==> config.mk <==
export PLATFORM = sky130hd
export DESIGN_NAME = serial_command_seven_segment_driver_top
export DESIGN_NICKNAME = d
export VERILOG_FILES = /design/src/sv/scsd_pkg.sv /design/src/sv/scsd_seq.sv /design/src/sv/serial_command_seven_segment_driver_top.sv
export SDC_FILE = /design/constraint.sdc
export NUM_CORES = 1
export LEC_CHECK = 0
export ABC_CLOCK_PERIOD_IN_PS = 12500
export BUFFER_PORTS_ARGS = -buffer_cell sky130_fd_sc_hd__buf_2
export CORE_MARGIN = 4
export CORE_UTILIZATION = 54
export DETAILED_ROUTE_END_ITERATION = 10
export PLACE_DENSITY_LB_ADDON = 0.3
export SKIP_LAST_GASP = 1
export SLEW_MARGIN = 15
export SYNTH_ARGS = -nofsm -noshare
export SYNTH_HDL_FRONTEND = slang
export SYNTH_SLANG_ARGS = --single-unit
==> constraint.sdc <==
create_clock -name clock -period 12.5 [get_ports clock]
set_clock_uncertainty 0.2 [all_clocks]
set_input_delay 1.25 -clock clock [delete_from_list [all_inputs] [get_ports clock]]
set_output_delay 1.25 -clock clock [all_outputs]
set_load 0.1 [all_outputs]
==> src/sv/scsd_pkg.sv <==
// shared types, constants and parse microcode for the serial command seven-segment driver
package scsd_pkg;

   localparam int LINE_CHARS  = 9;
   localparam int DIGIT_COUNT = 4;
   localparam int LEN_W       = $clog2(LINE_CHARS + 1);
   localparam int IDX_W       = $clog2(LINE_CHARS);
   localparam int POS_W       = $clog2(DIGIT_COUNT);
   localparam int MAG_W       = 14;
   localparam int DATA_IN_W   = 8;
   localparam int DATA_OUT_W  = 16;

   localparam logic [MAG_W-1:0] SCORE_MAX = 14'd9999;

   // characters with a meaning of their own
   localparam logic [7:0] CH_LF    = 8'h0A;
   localparam logic [7:0] CH_CR    = 8'h0D;
   localparam logic [7:0] CH_TAB   = 8'h09;
   localparam logic [7:0] CH_SPACE = 8'h20;
   localparam logic [7:0] CH_PLUS  = 8'h2B;
   localparam logic [7:0] CH_MINUS = 8'h2D;
   localparam logic [7:0] CH_ZERO  = 8'h30;
   localparam logic [7:0] CH_NINE  = 8'h39;
   localparam logic [7:0] CH_COLON = 8'h3A;
   localparam logic [7:0] CH_S     = 8'h53;
   localparam logic [7:0] CH_C     = 8'h43;
   localparam logic [7:0] CH_R     = 8'h52;
   localparam logic [7:0] CH_G     = 8'h47;
   localparam logic [7:0] CH_P     = 8'h50;
   localparam logic [7:0] CH_E     = 8'h45;
   localparam logic [7:0] CH_X     = 8'h58;

   // led codes
   localparam logic [2:0] LED_GREEN  = 3'd1;
   localparam logic [2:0] LED_SECOND = 3'd2;
   localparam logic [2:0] LED_RED    = 3'd4;
   localparam logic [2:0] LED_OFF    = 3'd0;

   localparam logic [6:0] SEG_BLANK = 7'h7F;

   // transfer kind on the request side
   localparam logic MODE_BYTE = 1'b0;
   localparam logic MODE_TICK = 1'b1;

   typedef logic [7:0] char_type;
   typedef char_type line_array_type [LINE_CHARS];
   typedef logic [3:0] bcd_type;
   typedef bcd_type digit_array_type [DIGIT_COUNT];

   // parse program steps
   typedef logic [3:0] step_type;
   localparam step_type ST_CHECK = 4'd0;
   localparam step_type ST_SKIP  = 4'd1;
   localparam step_type ST_SIGN  = 4'd2;
   localparam step_type ST_DIGIT = 4'd3;
   localparam step_type ST_LOAD  = 4'd4;
   localparam step_type ST_D1000 = 4'd5;
   localparam step_type ST_D100  = 4'd6;
   localparam step_type ST_D10   = 4'd7;
   localparam step_type ST_ONES  = 4'd8;
   localparam step_type ST_DONE  = 4'd9;

   typedef enum logic [2:0] {
      C_ALWAYS,
      C_HEADER,
      C_SPACE,
      C_SIGN,
      C_DIGIT,
      C_GE1000,
      C_GE100,
      C_GE10
   } cond_type;

   typedef enum logic [3:0] {
      A_INIT,
      A_NEXT,
      A_SIGN,
      A_ACCUM,
      A_LOAD,
      A_SUB1000,
      A_SUB100,
      A_SUB10,
      A_ONES,
      A_END
   } act_type;

   // the action runs only when the condition holds
   typedef struct packed {
      act_type  act;
      cond_type cond;
      step_type on_true;
      step_type on_false;
   } uword_type;

   typedef struct packed {
      logic busy;
      logic digit_load;
      logic line_done;
   } seq_status_type;

   function automatic uword_type ucode(step_type step);
      uword_type w;
      unique case (step)
         ST_CHECK: w = '{A_INIT,    C_HEADER, ST_SKIP,  ST_DONE};
         ST_SKIP:  w = '{A_NEXT,    C_SPACE,  ST_SKIP,  ST_SIGN};
         ST_SIGN:  w = '{A_SIGN,    C_SIGN,   ST_DIGIT, ST_DIGIT};
         ST_DIGIT: w = '{A_ACCUM,   C_DIGIT,  ST_DIGIT, ST_LOAD};
         ST_LOAD:  w = '{A_LOAD,    C_ALWAYS, ST_D1000, ST_D1000};
         ST_D1000: w = '{A_SUB1000, C_GE1000, ST_D1000, ST_D100};
         ST_D100:  w = '{A_SUB100,  C_GE100,  ST_D100,  ST_D10};
         ST_D10:   w = '{A_SUB10,   C_GE10,   ST_D10,   ST_ONES};
         ST_ONES:  w = '{A_ONES,    C_ALWAYS, ST_DONE,  ST_DONE};
         default:  w = '{A_END,     C_ALWAYS, ST_DONE,  ST_DONE};
      endcase
      return w;
   endfunction

   // active-low patterns, segment a in bit 0
   function automatic logic [6:0] seg_pattern(bcd_type d);
      logic [7:0] p;
      unique case (d)
         4'd0:    p = 8'hC0;
         4'd1:    p = 8'hF9;
         4'd2:    p = 8'hA4;
         4'd3:    p = 8'hB0;
         4'd4:    p = 8'h99;
         4'd5:    p = 8'h92;
         4'd6:    p = 8'h82;
         4'd7:    p = 8'hF8;
         4'd8:    p = 8'h80;
         4'd9:    p = 8'h90;
         default: p = 8'hC0;
      endcase
      return p[6:0];
   endfunction

endpackage

==> src/sv/scsd_seq.sv <==
// microcoded line parser: header check, atoi scan, clamp and decimal split
module scsd_seq (
   input  logic                          clock,
   input  logic                          reset,
   input  logic                          start,
   input  logic [scsd_pkg::LEN_W-1:0]    line_len,
   input  scsd_pkg::line_array_type      line,
   output scsd_pkg::digit_array_type     digits,
   output scsd_pkg::seq_status_type      status
);
   import scsd_pkg::*;

   step_type         step_ff, step_in;
   logic             run_ff, run_in;
   logic [LEN_W-1:0] idx_ff, idx_in;
   logic [MAG_W-1:0] mag_ff, mag_in;
   logic             neg_ff, neg_in;
   logic [MAG_W-1:0] rem_ff, rem_in;
   bcd_type          cnt_ff [3];
   bcd_type          cnt_in [3];

   uword_type        uw;
   logic             hit;
   char_type         ch;
   logic             in_range;
   logic             header_ok;
   logic [16:0]      prod;

   assign uw       = ucode(step_ff);
   assign in_range = idx_ff < line_len;
   assign ch       = line[idx_ff[IDX_W-1:0]];
   assign header_ok = (line_len >= LEN_W'(4)) && line[0] == CH_S && line[1] == CH_C
                      && line[2] == CH_R && line[3] == CH_COLON;
   assign prod     = 17'(mag_ff) * 17'd10 + 17'(ch[3:0]);

   always_comb begin
      unique case (uw.cond)
         C_ALWAYS: hit = 1'b1;
         C_HEADER: hit = header_ok;
         C_SPACE:  hit = in_range && (ch == CH_SPACE || (ch >= CH_TAB && ch <= CH_CR));
         C_SIGN:   hit = in_range && (ch == CH_PLUS || ch == CH_MINUS);
         C_DIGIT:  hit = in_range && ch >= CH_ZERO && ch <= CH_NINE;
         C_GE1000: hit = rem_ff >= MAG_W'(1000);
         C_GE100:  hit = rem_ff >= MAG_W'(100);
         C_GE10:   hit = rem_ff >= MAG_W'(10);
      endcase
   end

   always_comb begin
      step_in = step_ff;
      run_in  = run_ff;
      idx_in  = idx_ff;
      mag_in  = mag_ff;
      neg_in  = neg_ff;
      rem_in  = rem_ff;
      cnt_in  = cnt_ff;
      status  = '0;
      status.busy = run_ff;
      if (start) begin
         run_in  = 1'b1;
         step_in = ST_CHECK;
      end else if (run_ff) begin
         step_in = hit ? uw.on_true : uw.on_false;
         if (hit) begin
            unique case (uw.act)
               A_INIT: begin
                  idx_in = LEN_W'(4);
                  mag_in = '0;
                  neg_in = 1'b0;
               end
               A_NEXT: idx_in = idx_ff + 1'b1;
               A_SIGN: begin
                  neg_in = (ch == CH_MINUS);
                  idx_in = idx_ff + 1'b1;
               end
               A_ACCUM: begin
                  // saturate just above the display range
                  mag_in = (prod > 17'(SCORE_MAX)) ? SCORE_MAX + 1'b1 : prod[MAG_W-1:0];
                  idx_in = idx_ff + 1'b1;
               end
               A_LOAD: begin
                  if (neg_ff) rem_in = '0;
                  else rem_in = (mag_ff > SCORE_MAX) ? SCORE_MAX : mag_ff;
                  cnt_in = '{default: '0};
               end
               A_SUB1000: begin
                  rem_in    = rem_ff - MAG_W'(1000);
                  cnt_in[0] = cnt_ff[0] + 1'b1;
               end
               A_SUB100: begin
                  rem_in    = rem_ff - MAG_W'(100);
                  cnt_in[1] = cnt_ff[1] + 1'b1;
               end
               A_SUB10: begin
                  rem_in    = rem_ff - MAG_W'(10);
                  cnt_in[2] = cnt_ff[2] + 1'b1;
               end
               A_ONES: status.digit_load = 1'b1;
               A_END: begin
                  status.line_done = 1'b1;
                  run_in = 1'b0;
               end
               default: run_in = 1'b0;
            endcase
         end
      end
   end

   assign digits[0] = cnt_ff[0];
   assign digits[1] = cnt_ff[1];
   assign digits[2] = cnt_ff[2];
   assign digits[3] = rem_ff[3:0];

   always_ff @(posedge clock) begin
      if (reset) begin
         run_ff  <= 1'b0;
         step_ff <= ST_DONE;
      end else begin
         run_ff  <= run_in;
         step_ff <= step_in;
      end
      idx_ff <= idx_in;
      mag_ff <= mag_in;
      neg_ff <= neg_in;
      rem_ff <= rem_in;
      cnt_ff <= cnt_in;
   end

endmodule

==> src/sv/serial_command_seven_segment_driver_top.sv <==
// top level of the serial command seven-segment driver
// Each request transfer is one event: a received serial byte (tuser 0) or a display scan
// tick (tuser 1), and each gives exactly one response transfer carrying the segment
// drive, the digit enable and the led state, built in the state registers and then moved
// into the output register. The next request is taken as soon as the previous
// response has moved into the output register, even while that response still waits.
// A CR or LF ends the line and starts the parse program of the line store; while it
// runs, tready stays low. A line not starting SCR: goes straight to the end of the
// program; a score line runs the scan, the clamp and the decimal split, which removes
// one thousand, hundred or ten per step of the sequencer.
module serial_command_seven_segment_driver_top (
   input  logic                              clock,
   input  logic                              reset,
   input  logic                              req_tvalid,
   output logic                              req_tready,
   input  logic [scsd_pkg::DATA_IN_W-1:0]    req_tdata,   // rx_byte
   input  logic                              req_tuser,   // mode
   output logic                              rsp_tvalid,
   input  logic                              rsp_tready,
   output logic [scsd_pkg::DATA_OUT_W-1:0]   rsp_tdata    // segments, digit_enable, led_state
);
   import scsd_pkg::*;

   // line store, no reset: only entries below the length are ever read
   line_array_type   line_ff;
   logic [LEN_W-1:0] len_ff, len_in;
   digit_array_type  digit_ff;
   logic [POS_W-1:0] scan_ff, scan_in;
   logic [2:0]       led_ff, led_in;
   logic [6:0]       seg_ff, seg_in;
   logic [3:0]       drv_ff, drv_in;
   logic             pend_ff, pend_in;     // a response is ready in the state registers
   logic             rsp_valid_ff, rsp_valid_in;
   logic [DATA_OUT_W-1:0] rsp_data_ff, rsp_data_in;

   logic             accept;
   logic             is_byte;
   logic             line_end;
   logic             line_we;
   logic             out_load;
   bcd_type          scan_digit;

   digit_array_type  seq_digits;
   seq_status_type   seq_status;

   // take a request only with the sequencer idle and no response queued behind the output
   assign req_tready = !seq_status.busy && !pend_ff;
   assign accept     = req_tvalid && req_tready;
   assign is_byte    = (req_tuser == MODE_BYTE);
   assign line_end   = is_byte && (req_tdata == CH_LF || req_tdata == CH_CR);
   assign line_we    = accept && is_byte && !line_end && (len_ff < LEN_W'(LINE_CHARS));
   assign out_load   = pend_ff && (!rsp_valid_ff || rsp_tready);
   assign scan_digit = digit_ff[scan_ff];

   scsd_seq u_seq (
      .clock    (clock),
      .reset    (reset),
      .start    (accept && line_end),
      .line_len (len_ff),
      .line     (line_ff),
      .digits   (seq_digits),
      .status   (seq_status)
   );

   always_comb begin
      len_in  = len_ff;
      scan_in = scan_ff;
      led_in  = led_ff;
      seg_in  = seg_ff;
      drv_in  = drv_ff;
      pend_in = pend_ff;
      if (out_load) pend_in = 1'b0;
      if (accept) begin
         pend_in = 1'b1;
         if (is_byte) begin
            // led commands act whether or not the byte fits the line
            priority if (req_tdata == CH_G) led_in = LED_GREEN;
            else if (req_tdata == CH_P) led_in = LED_SECOND;
            else if (req_tdata == CH_E) led_in = LED_RED;
            else if (req_tdata == CH_X) led_in = LED_OFF;
            else led_in = led_ff;
            if (line_we) len_in = len_ff + 1'b1;
         end else begin
            // scan tick: drive the current digit, then rotate
            seg_in  = seg_pattern((scan_digit > 4'd9) ? 4'd0 : scan_digit);
            drv_in  = 4'(1) << scan_ff;
            scan_in = scan_ff + 1'b1;
         end
      end
      if (seq_status.line_done) len_in = '0;
   end

   always_comb begin
      rsp_valid_in = rsp_valid_ff;
      rsp_data_in  = rsp_data_ff;
      if (rsp_valid_ff && rsp_tready) rsp_valid_in = 1'b0;
      if (out_load) begin
         rsp_valid_in = 1'b1;
         rsp_data_in  = {2'b00, led_ff, drv_ff, seg_ff};
      end
   end

   always_ff @(posedge clock) begin
      if (reset) begin
         len_ff       <= '0;
         digit_ff     <= '{default: '0};
         scan_ff      <= '0;
         led_ff       <= LED_RED;
         seg_ff       <= SEG_BLANK;
         drv_ff       <= '0;
         pend_ff      <= 1'b0;
         rsp_valid_ff <= 1'b0;
      end else begin
         len_ff       <= len_in;
         scan_ff      <= scan_in;
         led_ff       <= led_in;
         seg_ff       <= seg_in;
         drv_ff       <= drv_in;
         pend_ff      <= pend_in;
         rsp_valid_ff <= rsp_valid_in;
         if (seq_status.digit_load) digit_ff <= seq_digits;
      end
      rsp_data_ff <= rsp_data_in;
      if (line_we) line_ff[len_ff[IDX_W-1:0]] <= req_tdata;
   end

   assign rsp_tvalid = rsp_valid_ff;
   assign rsp_tdata  = rsp_data_ff;

endmodule

# [Word level (Yosys, flattened, before mapping)]
# Memories as Yosys holds them, arrays and structs flattened. A register that Yosys moved wholly into a read port is not among the register bits.
# Cells that the tools add are included.
[totals] ff_bits=167 romBits=352 in_bits=13 out_inout_bits=18 memories=2
[op_classes] n_addsub=10 n_mul=1 order_cmp=17 eq_ne=29 shifts=1 muxes=41 bitwise_logic=5 reduce_logical=54
[mem_list] name="(name not given)" depth=16 word_bits=15 read_ports=1 rd_ports_with_merged_regs=0 write_ports=0 line="scsd_pkg.sv:103" text="unique case (step)"
[mem_list] name="(name not given)" depth=16 word_bits=7 read_ports=1 rd_ports_with_merged_regs=1 write_ports=0 line="scsd_pkg.sv:121" text="unique case (d)"
[op_table] cell="$bwmux 72" count=1
[op_table] cell="$eq 8x7->1 const B" count=7
[op_table] cell="$pmux 14 s4" count=1
[op_table] cell="$mux 14" count=3
[op_table] cell="$bmux 8 s4" count=1
[op_table] cell="$demux 8 s4" count=1
[op_table] cell="$eq 8x6->1 const B" count=4
[op_table] cell="$pmux 4 s2" count=4
[op_table] cell="$pmux 14 s2" count=1
[op_table] cell="$reduce_and 4->1" count=7
[op_table] cell="$mux 4" count=6
[op_table] cell="$mux 8" count=3
[op_table] cell="$add 4x1->4 const B" count=5
[op_table] cell="$logic_and 1x1->1" count=19
[op_table] cell="$reduce_bool 2->1" count=9
[op_table] cell="$add 17x4->17" count=1
[op_table] cell="$gt 17x14->1 const B" count=1
[op_table] cell="$eq 4x3->1 const B" count=4
[op_table] cell="$eq 8x4->1 const B" count=2
[op_table] cell="$mul 14x3->16 const B" count=1
[op_table] cell="$ge 14x10->1 const B" count=1
[op_table] cell="$ge 14x4->1 const B" count=1
[op_table] cell="$ge 14x7->1 const B" count=1
[op_table] cell="$gt 14x14->1 const B" count=1
[op_table] cell="41 further kinds" count=73

# [Logic depth before layout (Yosys ltp)]
[depth] depth_word=13 mapped_depth=16 mapped_depth_nobuf=13

# [Cells and area by module]
# From an unflattened synthesis, not the netlist that was laid out.
[unflattened] cells_unflattened=895 hier_area_um2=9816.9
[by_module_without_submodules] module="scsd_seq" n_inst=1 cells_per_inst=587 area_each_um2=5225.0 seq_area_each_um2=1451.4
[by_module_without_submodules] module="serial_command_seven_segment_driver_top" n_inst=1 cells_per_inst=308 area_each_um2=4591.9 seq_area_each_um2=3343.2

# [Worst setup path before layout]
# OpenSTA, ideal clock, no wires.
[synth_path] path_type="register -> register" startpoint="reg u_seq.idx_ff[0]" endpoint="reg u_seq.mag_ff[10] (data pin)" setup_ns=0.271 arrival_time_ns=3.858 t_required_ns=12.029 slack_ns=8.171 stages_incl_launch_ff=17 n_path_buf=3 synth_period_minus_slack_ns=4.329 cell_sequence="edfxtp_1 buf_6 mux4_2 a22o_1 or2_0 buf_2 ha_1 fa_1 a21o_1 nand2_1 nor3_1 nand4_1 or3b_1 mux2_2 o31ai_1 clkbuf_1 a31oi_1"
[synth_via] elab_chain_len=8
[synth_rtl] item="start, declared" line="scsd_seq.sv:15" text="logic [LEN_W-1:0] idx_ff, idx_in;"
[synth_rtl] item="start signal, assigned" line="scsd_seq.sv:122" text="idx_ff <= idx_in;"
[synth_rtl] item="$not 4->5 (not written as such) (*)" line="scsd_seq.sv:31" text="assign ch = line[idx_ff[IDX_W-1:0]];"
[synth_rtl] item="$bmux 8 s4 (*)" line="scsd_seq.sv:31"
[synth_rtl] item="$mux 8 (not written as such) (*) (2 in series)" line="scsd_seq.sv:31"
[synth_rtl] item="$add 17x4->17 (*)" line="scsd_seq.sv:34" text="assign prod = 17'(mag_ff) * 17'd10 + 17'(ch[3:0]);"
[synth_rtl] item="$gt 17x14->1" line="scsd_seq.sv:78" text="mag_in = (prod > 17'(SCORE_MAX)) ? SCORE_MAX + 1'b1 : prod[MAG_W-1:0];"
[synth_rtl] item="$mux 14 (*)" line="scsd_seq.sv:78"
[synth_rtl] item="$pmux 14 s2 (*)" line="scsd_seq.sv:65" text="unique case (uw.act)"
[synth_rtl] item="end signal, assigned" line="scsd_seq.sv:123" text="mag_ff <= mag_in;"
[synth_rtl] item="end, declared" line="scsd_seq.sv:16" text="logic [MAG_W-1:0] mag_ff, mag_in;"
# Mark *: on every way between the ends. The rest lies on a longest branch, timed or not. The select of a mux whose other input is x is not followed.
# A chain may end at the register's enable or synchronous reset.

# [Worst setup path in the final report]
[layout_path] startpoint="reg u_seq.idx_ff[1]" endpoint="reg u_seq.mag_ff[10] (data pin)"
# The elaborated chain is that of the path after synthesis.

==> out/results.ini <==
[critical_path]
critical_path.endpoint_type=flip-flop
start_kind=flip-flop
worstPathMaxFanout=21
critPathBufInv=0
crit_family=compound AO/OA/AOI/OAI gates
cp_slowest_stage_delay_ns=0.86
worstPathArrival_ns=5.21
path_class=flip-flop to flip-flop
cp_slowest_cell=edfxtp_1
worstPathCellList=mux4_2 > a22o_1 > or2_0 > ha_1 > fa_1 > a21o_1 > nand2_1 > nor3_1 > nand4_1 > or3b_1 > mux2_2 > o31ai_1 > a31oi_1
worstPathRequired_ns=12.42

[logic_synthesis]
synthTopCellsByCount=131 x edfxtp_1, 90 x nand2_1, 75 x nor2_1
synthFlopType=edfxtp_1
synth-edff-count=131
yosys_warnings=0
async_flop_share_pct=0
syn_area_per_cell_um2=10.8
postSynthRegisterBits=174
netlist.area_leader.share_pct=40.7
syn_inst=897
synth_top_cell_by_area=edfxtp_1
yosysMostFrequentCell=edfxtp_1
synth_area_mm2=0.00968
yosys-top-cells-area=edfxtp_1 41%, dfxtp_1 8.9%, ha_1 7.8%, nand2_1 3.5%, a21oi_1 3.2%
ys_types=80
yosysSeqAreaShare_pct=49.5

[timing]
fin_crit_ns=5.29
tightest_slew_ns=1.09
drv_slew=0
rsz0062_at_grt=false
relSlewSlack_pct=26.8
fmax_mhz=189
final-setup-viol-count=0
tns_ns=0
timing_hold_violations_final=0
fin_crit_sh_pct=42.3

[placement]
io_buffer_count=28
place.gp.congestion=0.875
post-dp-hpwl_um=14600
place_area_mm2=0.00994

[outcome]
run_status=completed

[global_routing]
track_usage_pct=20.8
grt_pass1_vias=6583
grt_max_degree=43
antenna_found_initial=0
grt_pass1_wl_um=33400
gr-total-overflow=0

[cells_and_area]
syn_to_final_growth_pct=9.06
drive_gt1_share_pct=10.6
fin_nets=981
n_antenna_cell=0
final_area_mm2=0.0106

[cts]
cts_tree=built
cts_max_level=4
cts_buffers=17
cts-resized-gates=0
clk_path_buf_depth=2
hold_buffers=0
cts_setup_buffers=0
cts.sinks=174
path_clk_slew_ns=0.07
root_buffer=clkbuf_16
clkLatencyLatePin_ns=0.43

[floorplanning]
dieArea_mm2=0.0201
ioPinCount=31
design.core.area_mm2=0.0174
rows=48
die_w_um=142
fp.dieH_um=142
start_util_pct=55.6

[routing]
drt_iter0_drc=651
viasPerCell=6.13
dr.pass1.iters=5
drc=0
wl_per_cell_um=18.0
finalWirelength_um=20500
vias=7012
final_antenna_net_count=0

[pwr]
ir_worst_vdd_v=0.000125
p_leak_nw=3.73
power_density_mw_per_mm2=114

[min_path]
min_path_type=flip-flop to flip-flop

[flow_run]
drv_cap=0

cells in the final DEF, fill, tap and decap left out, drive strengths merged, types with 9 or more instances in the layout:
cell    instances
nand2          91
and2           13
nand4          13
clkinv          9
xor2           17
mux2i          11
nor4           11
and3           11
clkbuf         17
a21oi          62
inv            28
buf            32
nor2           75
nor2b          13
edfxtp        131
nand2b         11
mux4           12
o21ai          36
xnor2          18
nand3          18
dfxtp          43
a21o           10
nor3           31
ha             60
a31oi           9
through the flow:
step | utilization, % | power (W) | setup slack (ns) | hold slack [ns] | std cells
final | 60.6 | 0.00120 | 7.21 | 0.230 | 1144
after detailed placement | 57.1 | 0.000686 | 7.32 | 0.217 | 1112
after global routing | 60.6 | 0.00124 | 6.95 | 0.241 | 1144
after global placement | 57.1 | 0.000685 | 7.48 | 0.213 | 1112
after floorplan | - | 0.000673 | 8.17 | 0.208 | 898
after CTS | 60.6 | 0.00121 | 7.26 | 0.234 | 1144
sequential cells by signal, indices dropped and copies added, names as in the netlist:
name and cells:
line_ff 72, u_seq.rem_ff 14, digit_ff 16, u_seq.step_ff 4, u_seq.neg_ff 1, len_ff 4, scan_ff 2, pend_ff 1
led_ff 3, rsp_tvalid 1, drv_ff 4, u_seq.digits 12, rsp_tdata 14, u_seq.mag_ff 14, u_seq.idx_ff 4, seg_ff 7
u_seq.run_ff 1
layout make-up:
class	instances	area [um2]
Timing Repair Buffer	32	170
Fill cell	1423	6860
Clock inverter	15	185
Clock buffer	17	425
Sequential cell	174	4790
Multi-Input combinational cell	659	4610
Inverter	22	82.6
Tap cell	225	282
metal layers:
metal	up-vias	wire length, um	GRT usage (%)
met1	3386	9580	28.8
met2	188	9860	34.2
li1	3414	-	-
met4	0	235	5.56
met5	-	0	0
met3	24	859	3.20
worst reg2reg max path, stage by stage, from the launching register on:
cell and delay [ns]:
edfxtp_1 0.86, mux4_2 0.42, a22o_1 0.27, or2_0 0.28, ha_1 0.24, fa_1 0.40, a21o_1 0.17, nand2_1 0.15
nor3_1 0.12, nand4_1 0.24, or3b_1 0.37, mux2_2 0.27, o31ai_1 0.82, a31oi_1 0.18
where the power goes:
| part | internal, W | switching (W) |
|---|---|---|
| combinational | 0.00000929 | 0.0000351 |
| sequential | 0.000624 | 0.00000436 |
| clock | 0.000272 | 0.000256 |
cells by family (layout without fill, tap and decap cells):
group	Yosys count	after routing	share of synthesized area, %
adder cells (fa/ha/maj)	62	62	8.17
buffers and inverters	65	86	2.83
XOR/XNOR	35	35	3.17
AO/OA/AOI/OAI	195	195	13.4
AND/OR/NAND/NOR	335	335	18.1
multiplexers	30	30	4.82
other	1	2	0.0388
flip-flops	174	174	49.5
path summary, 6_finish.rpt:
check,start,endpoint,slack [ns],cells past startpoint
hold / removal,drv_ff[1]$_SDFFE_PP0P_,rsp_tdata[8]$_DFFE_PP_,0.23,0
hold reg to reg,drv_ff[1]$_SDFFE_PP0P_,rsp_tdata[8]$_DFFE_PP_,0.23,0
setup reg to reg,u_seq.idx_ff[1]$_SDFFCE_PN0P_,u_seq.mag_ff[10]$_SDFFCE_PP0P_,7.21,13
setup / recovery,u_seq.idx_ff[1]$_SDFFCE_PN0P_,u_seq.mag_ff[10]$_SDFFCE_PP0P_,7.21,13
Note: power is estimated with default switching activity, not from simulation.
